===== src/sv/gwr_pkg.sv =====
package gwr_pkg;

	localparam int GRID_W  = 8;
	localparam int GRID_H  = 8;
	localparam int CELLS   = GRID_W * GRID_H;
	localparam int IDX_W   = $clog2(CELLS);
	localparam int DIST_W  = $clog2(CELLS);
	localparam int LAYER_W = DIST_W + 1;
	localparam int COORD_W = 3;
	localparam int COLOR_W = 3;
	localparam int SEG_W   = 6;
	localparam int STK_W   = 2 * COORD_W + SEG_W;

	localparam logic FUNC_WRITE = 1'b0;
	localparam logic FUNC_MOVE  = 1'b1;

	typedef logic [IDX_W-1:0]   idx_t;
	typedef logic [COORD_W-1:0] coord_t;
	typedef logic [COLOR_W-1:0] color_t;

	typedef enum logic [1:0] {
		OP_WRITE,
		OP_MOVE,
		OP_FAIL
	} op_t;

	typedef enum logic [1:0] {
		DIR_E,
		DIR_S,
		DIR_W,
		DIR_N
	} dir_t;

	typedef struct packed {
		op_t    op;
		idx_t   src_idx;
		idx_t   dst_idx;
		coord_t src_x;
		coord_t src_y;
		coord_t dst_x;
		coord_t dst_y;
		color_t color;
	} item_t;

	typedef struct packed {
		logic               start;
		logic               step;
		logic               occ_we;
		idx_t               occ_idx;
		logic               occ_val;
		idx_t               src_idx;
		logic [DIST_W-1:0]  want;
		logic [LAYER_W-1:0] layer;
	} grid_cmd_t;

	typedef struct packed {
		logic [CELLS-1:0] reached;
		logic [CELLS-1:0] occ;
		logic [CELLS-1:0] match;
		logic             grew;
	} grid_stat_t;

	typedef enum logic [3:0] {
		BK_IDLE,
		BK_FLOOD,
		BK_TRACE,
		BK_COLOR_WR,
		BK_VACATE,
		BK_EMIT_SRC,
		BK_EMIT_WAIT,
		BK_EMIT,
		BK_FAIL
	} bk_state_t;

endpackage


===== src/sv/gwr_ram.sv =====
module gwr_ram #(
	parameter int WIDTH = 8,
	parameter int DEPTH = 64,
	localparam int AW = $clog2(DEPTH)
) (
	input  logic             clk,
	input  logic             we,
	input  logic [AW-1:0]    waddr,
	input  logic [WIDTH-1:0] wdata,
	input  logic [AW-1:0]    raddr,
	output logic [WIDTH-1:0] rdata
);

	logic [WIDTH-1:0] mem [DEPTH];

	always_ff @(posedge clk) begin
		if (we) begin
			mem[waddr] <= wdata;
		end
		rdata <= mem[raddr];
	end

endmodule


===== src/sv/gwr_front.sv =====
module gwr_front import gwr_pkg::*; (
	input  logic   clk,
	input  logic   arst_n,
	input  logic   in_valid,
	output logic   in_stall,
	input  logic   func,
	input  coord_t src_x,
	input  coord_t src_y,
	input  color_t color,
	input  coord_t dest_x,
	input  coord_t dest_y,
	input  logic   pop,
	output item_t  head,
	output logic   head_valid
);

	item_t      slot_q [2];
	logic [1:0] count_q;
	logic       rd_q;
	logic       wr_q;
	logic       src_in;
	logic       dst_in;
	logic       accept;
	logic       push;
	item_t      item;

	assign src_in = ({1'b0, src_x} < (COORD_W + 1)'(GRID_W)) &&
	                ({1'b0, src_y} < (COORD_W + 1)'(GRID_H));
	assign dst_in = ({1'b0, dest_x} < (COORD_W + 1)'(GRID_W)) &&
	                ({1'b0, dest_y} < (COORD_W + 1)'(GRID_H));

	always_comb begin
		item.src_idx = IDX_W'(int'(src_y) * GRID_W + int'(src_x));
		item.dst_idx = IDX_W'(int'(dest_y) * GRID_W + int'(dest_x));
		item.src_x   = src_x;
		item.src_y   = src_y;
		item.dst_x   = dest_x;
		item.dst_y   = dest_y;
		item.color   = color;
		unique case (func)
			FUNC_WRITE: item.op = OP_WRITE;
			FUNC_MOVE:  item.op = (src_in && dst_in) ? OP_MOVE : OP_FAIL;
			default:    item.op = OP_FAIL;
		endcase
	end

	assign in_stall   = (count_q == 2'd2);
	assign accept     = in_valid && !in_stall;
	// drop off-grid writes
	assign push       = accept && !(func == FUNC_WRITE && !src_in);
	assign head       = slot_q[rd_q];
	assign head_valid = (count_q != 2'd0);

	always_ff @(posedge clk) begin
		if (push) begin
			slot_q[wr_q] <= item;
		end
	end

	always_ff @(posedge clk or negedge arst_n) begin
		if (!arst_n) begin
			count_q <= 2'd0;
			rd_q    <= 1'b0;
			wr_q    <= 1'b0;
		end else begin
			if (push) begin
				wr_q <= !wr_q;
			end
			if (pop) begin
				rd_q <= !rd_q;
			end
			count_q <= count_q + 2'(push) - 2'(pop);
		end
	end

endmodule


===== src/sv/gwr_grid.sv =====
module gwr_grid import gwr_pkg::*; (
	input  logic       clk,
	input  logic       arst_n,
	input  grid_cmd_t  cmd,
	output grid_stat_t stat
);

	logic [CELLS-1:0]  reached_q;
	logic [CELLS-1:0]  occ_q;
	logic [CELLS-1:0]  fresh;
	logic [CELLS-1:0]  match;
	logic [DIST_W-1:0] dist_q [CELLS];

	for (genvar i = 0; i < CELLS; i++) begin : g_cell
		localparam int CX = i % GRID_W;
		localparam int CY = i / GRID_W;
		logic e, s, w, n;

		if (CX < GRID_W - 1) begin : g_e
			assign e = reached_q[i+1];
		end else begin : g_ne
			assign e = 1'b0;
		end
		if (CY < GRID_H - 1) begin : g_s
			assign s = reached_q[i+GRID_W];
		end else begin : g_ns
			assign s = 1'b0;
		end
		if (CX > 0) begin : g_w
			assign w = reached_q[i-1];
		end else begin : g_nw
			assign w = 1'b0;
		end
		if (CY > 0) begin : g_n
			assign n = reached_q[i-GRID_W];
		end else begin : g_nn
			assign n = 1'b0;
		end

		assign fresh[i] = !reached_q[i] && !occ_q[i] && (e || s || w || n);
		assign match[i] = reached_q[i] && (dist_q[i] == cmd.want);

		always_ff @(posedge clk) begin
			if (cmd.start && cmd.src_idx == IDX_W'(i)) begin
				dist_q[i] <= '0;
			end else if (cmd.step && fresh[i]) begin
				dist_q[i] <= DIST_W'(cmd.layer);
			end
		end
	end

	assign stat = '{reached: reached_q, occ: occ_q, match: match, grew: |fresh};

	always_ff @(posedge clk or negedge arst_n) begin
		if (!arst_n) begin
			reached_q <= '0;
			occ_q     <= '0;
		end else begin
			if (cmd.start) begin
				reached_q <= CELLS'(1) << cmd.src_idx;
			end else if (cmd.step) begin
				reached_q <= reached_q | fresh;
			end
			if (cmd.occ_we) begin
				occ_q[cmd.occ_idx] <= cmd.occ_val;
			end
		end
	end

endmodule


===== src/sv/gwr_back.sv =====
module gwr_back import gwr_pkg::*; (
	input  logic             clk,
	input  logic             arst_n,
	input  item_t            head,
	input  logic             head_valid,
	output logic             pop,
	output logic             out_valid,
	input  logic             out_stall,
	output logic             found,
	output coord_t           point_x,
	output coord_t           point_y,
	output logic [SEG_W-1:0] segment_len,
	output logic             last
);

	bk_state_t          state_q, state_d;
	grid_cmd_t          cmd;
	grid_stat_t         stat;
	logic [LAYER_W-1:0] layer_q;
	logic [DIST_W-1:0]  want_q;
	logic [DIST_W-1:0]  rem_q;
	coord_t             cur_x_q, cur_y_q, pend_x_q, pend_y_q;
	idx_t               cur_idx_q;
	logic [SEG_W-1:0]   run_q;
	idx_t               k_q;
	idx_t               ptr_q;
	logic               axis_q;
	logic               first_q;

	logic               out_free;
	logic               ld;
	logic               ld_found, ld_last;
	coord_t             ld_x, ld_y;
	logic [SEG_W-1:0]   ld_seg;

	logic               stk_we;
	logic [STK_W-1:0]   stk_rdata;
	logic               cram_we;
	idx_t               cram_waddr;
	color_t             cram_wdata, cram_rdata;

	logic               move_ok;
	logic               dst_hit;
	idx_t               e_idx, s_idx, w_idx, n_idx, nb_idx;
	coord_t             nb_x, nb_y;
	dir_t               dir;
	logic               axis;
	logic               corner;

	assign out_free = !out_valid || !out_stall;
	assign move_ok  = stat.occ[head.src_idx] && !stat.occ[head.dst_idx];
	assign dst_hit  = stat.reached[head.dst_idx];

	assign e_idx = cur_idx_q + idx_t'(1);
	assign s_idx = cur_idx_q + idx_t'(GRID_W);
	assign w_idx = cur_idx_q - idx_t'(1);
	assign n_idx = cur_idx_q - idx_t'(GRID_W);

	always_comb begin
		if ({1'b0, cur_x_q} < (COORD_W + 1)'(GRID_W - 1) && stat.match[e_idx]) begin
			dir = DIR_E;
		end else if ({1'b0, cur_y_q} < (COORD_W + 1)'(GRID_H - 1) &&
		             stat.match[s_idx]) begin
			dir = DIR_S;
		end else if (cur_x_q != '0 && stat.match[w_idx]) begin
			dir = DIR_W;
		end else begin
			dir = DIR_N;
		end
		unique case (dir)
			DIR_E: begin
				nb_idx = e_idx;
				nb_x   = cur_x_q + coord_t'(1);
				nb_y   = cur_y_q;
			end
			DIR_S: begin
				nb_idx = s_idx;
				nb_x   = cur_x_q;
				nb_y   = cur_y_q + coord_t'(1);
			end
			DIR_W: begin
				nb_idx = w_idx;
				nb_x   = cur_x_q - coord_t'(1);
				nb_y   = cur_y_q;
			end
			default: begin
				nb_idx = n_idx;
				nb_x   = cur_x_q;
				nb_y   = cur_y_q - coord_t'(1);
			end
		endcase
	end

	assign axis   = (dir == DIR_S) || (dir == DIR_N);
	assign corner = !first_q && (axis != axis_q);

	always_comb begin
		state_d = state_q;
		unique case (state_q)
			BK_IDLE: begin
				if (head_valid) begin
					unique case (head.op)
						OP_WRITE: state_d = BK_IDLE;
						OP_MOVE:  state_d = move_ok ? BK_FLOOD : BK_FAIL;
						default:  state_d = BK_FAIL;
					endcase
				end
			end
			BK_FLOOD: begin
				if (dst_hit) begin
					state_d = BK_TRACE;
				end else if (!stat.grew) begin
					state_d = BK_FAIL;
				end
			end
			BK_TRACE: begin
				if (rem_q == '0) begin
					state_d = BK_COLOR_WR;
				end
			end
			BK_COLOR_WR: state_d = BK_VACATE;
			BK_VACATE:   state_d = BK_EMIT_SRC;
			BK_EMIT_SRC: begin
				if (out_free) begin
					state_d = BK_EMIT_WAIT;
				end
			end
			BK_EMIT_WAIT: state_d = BK_EMIT;
			BK_EMIT: begin
				if (out_free) begin
					state_d = (ptr_q == '0) ? BK_IDLE : BK_EMIT_WAIT;
				end
			end
			BK_FAIL: begin
				if (out_free) begin
					state_d = BK_IDLE;
				end
			end
			default: state_d = BK_IDLE;
		endcase
	end

	always_comb begin
		pop        = 1'b0;
		cmd        = '0;
		cmd.src_idx = head.src_idx;
		cmd.want   = want_q;
		cmd.layer  = layer_q;
		stk_we     = 1'b0;
		cram_we    = 1'b0;
		cram_waddr = head.src_idx;
		cram_wdata = head.color;
		ld         = 1'b0;
		ld_found   = 1'b0;
		ld_x       = '0;
		ld_y       = '0;
		ld_seg     = '0;
		ld_last    = 1'b0;
		unique case (state_q)
			BK_IDLE: begin
				if (head_valid && head.op == OP_WRITE) begin
					cram_we     = 1'b1;
					cmd.occ_we  = 1'b1;
					cmd.occ_idx = head.src_idx;
					cmd.occ_val = |head.color;
					pop         = 1'b1;
				end
				if (head_valid && head.op == OP_MOVE && move_ok) begin
					cmd.start = 1'b1;
				end
			end
			BK_FLOOD: begin
				cmd.step = !dst_hit;
			end
			BK_TRACE: begin
				stk_we = (rem_q == '0) || corner;
			end
			BK_COLOR_WR: begin
				cram_we     = 1'b1;
				cram_waddr  = head.dst_idx;
				cram_wdata  = cram_rdata;
				cmd.occ_we  = 1'b1;
				cmd.occ_idx = head.dst_idx;
				cmd.occ_val = 1'b1;
			end
			BK_VACATE: begin
				cmd.occ_we  = 1'b1;
				cmd.occ_idx = head.src_idx;
				cmd.occ_val = 1'b0;
			end
			BK_EMIT_SRC: begin
				ld       = out_free;
				ld_found = 1'b1;
				ld_x     = head.src_x;
				ld_y     = head.src_y;
			end
			BK_EMIT_WAIT: begin
			end
			BK_EMIT: begin
				ld       = out_free;
				ld_found = 1'b1;
				ld_x     = stk_rdata[STK_W-1 -: COORD_W];
				ld_y     = stk_rdata[SEG_W +: COORD_W];
				ld_seg   = stk_rdata[SEG_W-1:0];
				ld_last  = (ptr_q == '0);
				pop      = out_free && (ptr_q == '0);
			end
			BK_FAIL: begin
				ld      = out_free;
				ld_last = 1'b1;
				pop     = out_free;
			end
			default: begin
			end
		endcase
	end

	always_ff @(posedge clk or negedge arst_n) begin
		if (!arst_n) begin
			state_q   <= BK_IDLE;
			out_valid <= 1'b0;
		end else begin
			state_q <= state_d;
			if (ld) begin
				out_valid <= 1'b1;
			end else if (!out_stall) begin
				out_valid <= 1'b0;
			end
		end
	end

	always_ff @(posedge clk) begin
		if (ld) begin
			found       <= ld_found;
			point_x     <= ld_x;
			point_y     <= ld_y;
			segment_len <= ld_seg;
			last        <= ld_last;
		end
		unique case (state_q)
			BK_IDLE: begin
				layer_q <= LAYER_W'(1);
			end
			BK_FLOOD: begin
				if (dst_hit) begin
					want_q    <= DIST_W'(layer_q - LAYER_W'(2));
					rem_q     <= DIST_W'(layer_q - LAYER_W'(1));
					cur_x_q   <= head.dst_x;
					cur_y_q   <= head.dst_y;
					cur_idx_q <= head.dst_idx;
					pend_x_q  <= head.dst_x;
					pend_y_q  <= head.dst_y;
					run_q     <= '0;
					k_q       <= '0;
					first_q   <= 1'b1;
				end else begin
					layer_q <= layer_q + LAYER_W'(1);
				end
			end
			BK_TRACE: begin
				if (rem_q == '0) begin
					k_q <= k_q + idx_t'(1);
				end else begin
					if (corner) begin
						k_q      <= k_q + idx_t'(1);
						pend_x_q <= cur_x_q;
						pend_y_q <= cur_y_q;
						run_q    <= SEG_W'(1);
					end else begin
						run_q <= run_q + SEG_W'(1);
					end
					cur_x_q   <= nb_x;
					cur_y_q   <= nb_y;
					cur_idx_q <= nb_idx;
					want_q    <= want_q - DIST_W'(1);
					rem_q     <= rem_q - DIST_W'(1);
					axis_q    <= axis;
					first_q   <= 1'b0;
				end
			end
			BK_EMIT_SRC: begin
				if (out_free) begin
					ptr_q <= k_q - idx_t'(1);
				end
			end
			BK_EMIT: begin
				if (out_free && ptr_q != '0) begin
					ptr_q <= ptr_q - idx_t'(1);
				end
			end
			default: begin
			end
		endcase
	end

	gwr_grid u_grid (
		.clk    (clk),
		.arst_n (arst_n),
		.cmd    (cmd),
		.stat   (stat)
	);

	gwr_ram #(.WIDTH(STK_W), .DEPTH(CELLS)) u_stack (
		.clk   (clk),
		.we    (stk_we),
		.waddr (k_q),
		.wdata ({pend_x_q, pend_y_q, run_q}),
		.raddr (ptr_q),
		.rdata (stk_rdata)
	);

	gwr_ram #(.WIDTH(COLOR_W), .DEPTH(CELLS)) u_colors (
		.clk   (clk),
		.we    (cram_we),
		.waddr (cram_waddr),
		.wdata (cram_wdata),
		.raddr (head.src_idx),
		.rdata (cram_rdata)
	);

endmodule


===== src/sv/grid_wavefront_path_router_top.sv =====
// Write item: retired in its first cycle at the queue head, no result.
// Move item: flood layers grow from the source until the destination is reached, then the path
// is traced back and stored, and the source and each waypoint are emitted as results.
// Throughput is one item at a time in the back end; a 2-entry queue takes items meanwhile.
// Reset (arst_n low, asynchronous) empties the grid and the queue; no clearing pass.
module grid_wavefront_path_router_top import gwr_pkg::*; (
	input  logic             clk,
	input  logic             arst_n,
	input  logic             in_valid,
	output logic             in_stall,
	input  logic             func,
	input  coord_t           src_x,
	input  coord_t           src_y,
	input  color_t           color,
	input  coord_t           dest_x,
	input  coord_t           dest_y,
	output logic             out_valid,
	input  logic             out_stall,
	output logic             found,
	output coord_t           point_x,
	output coord_t           point_y,
	output logic [SEG_W-1:0] segment_len,
	output logic             last
);

	item_t head;
	logic  head_valid;
	logic  pop;

	gwr_front u_front (
		.clk        (clk),
		.arst_n     (arst_n),
		.in_valid   (in_valid),
		.in_stall   (in_stall),
		.func       (func),
		.src_x      (src_x),
		.src_y      (src_y),
		.color      (color),
		.dest_x     (dest_x),
		.dest_y     (dest_y),
		.pop        (pop),
		.head       (head),
		.head_valid (head_valid)
	);

	gwr_back u_back (
		.clk         (clk),
		.arst_n      (arst_n),
		.head        (head),
		.head_valid  (head_valid),
		.pop         (pop),
		.out_valid   (out_valid),
		.out_stall   (out_stall),
		.found       (found),
		.point_x     (point_x),
		.point_y     (point_y),
		.segment_len (segment_len),
		.last        (last)
	);

endmodule


===== config.mk =====
export PLATFORM = sky130hd
export DESIGN_NAME = grid_wavefront_path_router_top
export DESIGN_NICKNAME = d
export VERILOG_FILES = /design/src/sv/gwr_pkg.sv /design/src/sv/gwr_ram.sv /design/src/sv/gwr_front.sv /design/src/sv/gwr_grid.sv /design/src/sv/gwr_back.sv /design/src/sv/grid_wavefront_path_router_top.sv
export SDC_FILE = /design/constraint.sdc
export NUM_CORES = 2
export LEC_CHECK = 0
export ABC_AREA = 1
export BUFFER_PORTS_ARGS = -buffer_cell sky130_fd_sc_hd__clkbuf_2
export CORE_UTILIZATION = 35
export CTS_BUF_LIST = sky130_fd_sc_hd__clkbuf_16
export DETAILED_ROUTE_END_ITERATION = 10
export MAX_ROUTING_LAYER = met4
export SLEW_MARGIN = 20
export SYNTH_ARGS = -nofsm -noshare
export SYNTH_HDL_FRONTEND = slang
export SYNTH_HIERARCHICAL = 1
export SYNTH_SLANG_ARGS = --single-unit

===== constraint.sdc =====
create_clock -name clk -period 12.4 [get_ports clk]
set_input_delay 2.48 -clock clk [delete_from_list [all_inputs] [get_ports clk]]
set_output_delay 2.48 -clock clk [all_outputs]
set_load 0.01 [all_outputs]

==> flow_metrics.env <==
export IMPL_maxSlewViolCount=0
export IMPL_path_class="register to register"
export IMPL_dieWidth_um=441
export IMPL_grt_util_all_layers_pct=22.6
export IMPL_grt_use_met2_pct=35.1
export IMPL_yosys_warnings=6
export IMPL_hold_path_cell_count=2
export IMPL_r2r_end="u_back/u_stack/mem[51][7]$_DFFE_PP_"
export IMPL_dpl_worst_slack_ns=5.39
export IMPL_start_kind="register"
export IMPL_ir_worst_vdd_v=0.000113
export IMPL_required_ns=12.81
export IMPL_netlist_area_mm2=0.0674
export IMPL_crit_path_end_kind="register"
export IMPL_hold_viol=0
export IMPL_path_cells="buf_4 -> inv_6 -> ha_1 -> clkinv_1 -> nand3_1 -> o211ai_1 -> nand3_1 -> nand3_1 -> nand3_2 -> nand3_4 -> nand3_2 -> nand3_4 -> o21ai_1 -> nand2_1 -> nor2_1"
export IMPL_port_buffers=35
export IMPL_clock_latency_ns=0.81
export IMPL_critPathTopFamily="simple AND/OR/NAND/NOR gates"
export IMPL_setup_tns_final_ns=0
export IMPL_clock_sinks=1403
export IMPL_min_from="u_front/wr_q$_DFFE_PN0P_"
export IMPL_nets=6840
export IMPL_cap_violations=0
export IMPL_status="complete, no violations"
export IMPL_grt_first_pass_wirelength_mm=319
export IMPL_cts_buffers=143
export IMPL_globalRoute_busiestLayer="met2"
export IMPL_cp_slowest_cell="nor2_1"
export IMPL_cpPeakStageDelay_ns=0.97
export IMPL_core_area_mm2=0.191
export IMPL_crit_top_cell="nand3_1"
export IMPL_synthCells=6962
export IMPL_use_met3_pct=3.80
export IMPL_reg2reg_from="u_back/cur_idx_q[0]$_DFFE_PP_"
export IMPL_initial_core_util_pct=35.3
export IMPL_hold_slack_ns=0.492
export IMPL_fin_crit_ns=7.29
export IMPL_via_per_inst=5.51
export IMPL_final_util_pct=38.5
export IMPL_hold_path_class="register to register"
export IMPL_rows=160
export IMPL_grt_pass1_vias=49020
export IMPL_fmax_mhz=137
export IMPL_fillers=18714
export IMPL_post_dp_cell_area_mm2=0.0689
export IMPL_p_total_mw=14.1
export IMPL_overflow=0
export IMPL_relSlewSlack_pct=19.6
export IMPL_place_gp_congestion=1.02
export IMPL_r2r_setup_slack_ns=5.11
export IMPL_ios=36
export IMPL_post_cts_buffers=0
export IMPL_cp_startpoint="u_back/cur_idx_q[0]$_DFFE_PP_"
export IMPL_fp_dieArea_mm2=0.194
export IMPL_post_drt_wl_per_cell_um=23.0
export IMPL_grtUsageMet1_pct=28.6
export IMPL_drc=0
export IMPL_drt_iter0_markers=6115
export IMPL_vias=51936
export IMPL_max_slew_worst_pin_slew_ns=1.21
export IMPL_crit_fanout=63
export IMPL_reg2regPathDepth=15
export IMPL_arrival_ns=7.70
export IMPL_fin_cells=9431
export IMPL_dr_pass1_iters=6
export IMPL_min_to="u_front/wr_q$_DFFE_PN0P_"
export IMPL_syn2layout_area_growth_pct=9.00
export IMPL_setup_slack_ns=5.11
export IMPL_clk_pin_slew_ns=0.06
export IMPL_skew_ns=0.0472
export IMPL_syn_avg_cell_area_um2=9.68
export IMPL_cts_repair_resize_count=0
export IMPL_place_inst=9169
export IMPL_drt_total_wl_mm=217
export IMPL_p_leak_nw=27.4
export IMPL_cts_hold_buf=0
export IMPL_power_density_mw_per_mm2=192
export IMPL_grt_max_degree=221
export IMPL_rsz0062_at_grt="false"
export IMPL_fin_area_mm2=0.0735
export IMPL_cts_max_level=4
export IMPL_synth_net_count=6999
export IMPL_finalSetupViolCount=0
export IMPL_period_share_pct=58.8
export IMPL_dpl_hpwl_mm=137
export IMPL_cts_tree="built"
export IMPL_path_buf_inv=3
export IMPL_ant_nets=0
export IMPL_drive_gt1_share_pct=6.75
export IMPL_clockRootBuffer="clkbuf_16"
export IMPL_dieHeight_um=441
export IMPL_antenna_found_initial=8
export IMPL_cp_depth=15
export IMPL_cts_max_path_buffers=3
## cell type report
| class | instances | area [um^2] | share of cell area, % |
|---|---|---|---|
| timing repair buffer | 108 | 742 | 1.01 |
| clock buffer | 146 | 3650 | 4.97 |
| inverter | 307 | 1190 | 1.62 |
| multi-input combinational | 4840 | 22500 | 30.7 |
| clock inverter | 112 | 853 | 1.16 |
| sequential | 1403 | 41300 | 56.3 |
| antenna | 4 | 10.0 | 0.0136 |
| tap | 2511 | 3140 | 4.28 |
## layout by cell type, fill, tap and decap left out, drive strengths merged, types with 74 or more instances in the layout
master / instances
buf: 74
nor2: 876
nand2: 2047
a21oi: 136
clkbuf: 180
o21ai: 328
dfrtp: 137
o22ai: 95
nand3: 846
inv: 336
edfxtp: 1254
xnor2: 84
## worst reg2reg max path, cell delays in order, from the launching register on
cell,delay (ns)
edfxtp_1,0.69
buf_4,0.64
inv_6,0.34
ha_1,0.43
clkinv_1,0.83
nand3_1,0.43
o211ai_1,0.14
nand3_1,0.11
nand3_1,0.20
nand3_2,0.16
nand3_4,0.25
nand3_2,0.22
nand3_4,0.14
o21ai_1,0.69
nand2_1,0.66
nor2_1,0.97
## worst max path at each step
stage | to
floorplan | u_back/u_stack/mem[40][0]$_DFFE_PP_
global placement | u_back/u_stack/mem[54][9]$_DFFE_PP_
detailed placement | u_back/u_stack/mem[41][4]$_DFFE_PP_
CTS | u_back/u_stack/mem[41][0]$_DFFE_PP_
global route | u_back/u_stack/mem[51][7]$_DFFE_PP_
finish | u_back/u_stack/mem[51][7]$_DFFE_PP_
## state kept, by name (all words and copies together), names as in the netlist, 4 cells and up
name,count
u_back/u_stack/mem,768
u_back/run_q,6
u_back/u_grid/dist_q,384
u_back/want_q,6
u_back/rem_q,6
u_back/u_grid/occ_q,64
u_back/cur_idx_q,6
u_front/slot_q,32
u_back/state_q,4
u_back/u_grid/reached_q,64
u_back/ptr_q,6
u_back/segment_len,6
u_back/layer_q,6
u_back/k_q,6
u_back/u_stack/rdata,12
## metal layers
layer  up-vias  wire, um
li1      23540         -
met1     25323     87200
met2      2508    100000
met3       565     18700
met4         0     11300
met5         -         0
## report_power, final
group          switching, mW  internal (mW)  leakage (nW)  total [mW]
Combinational           2.96          0.902          11.5        3.86
Sequential             0.399           5.59          13.5        5.99
Clock                   1.88           2.35          2.33        4.23
Note: power is estimated with default switching activity, not from simulation.
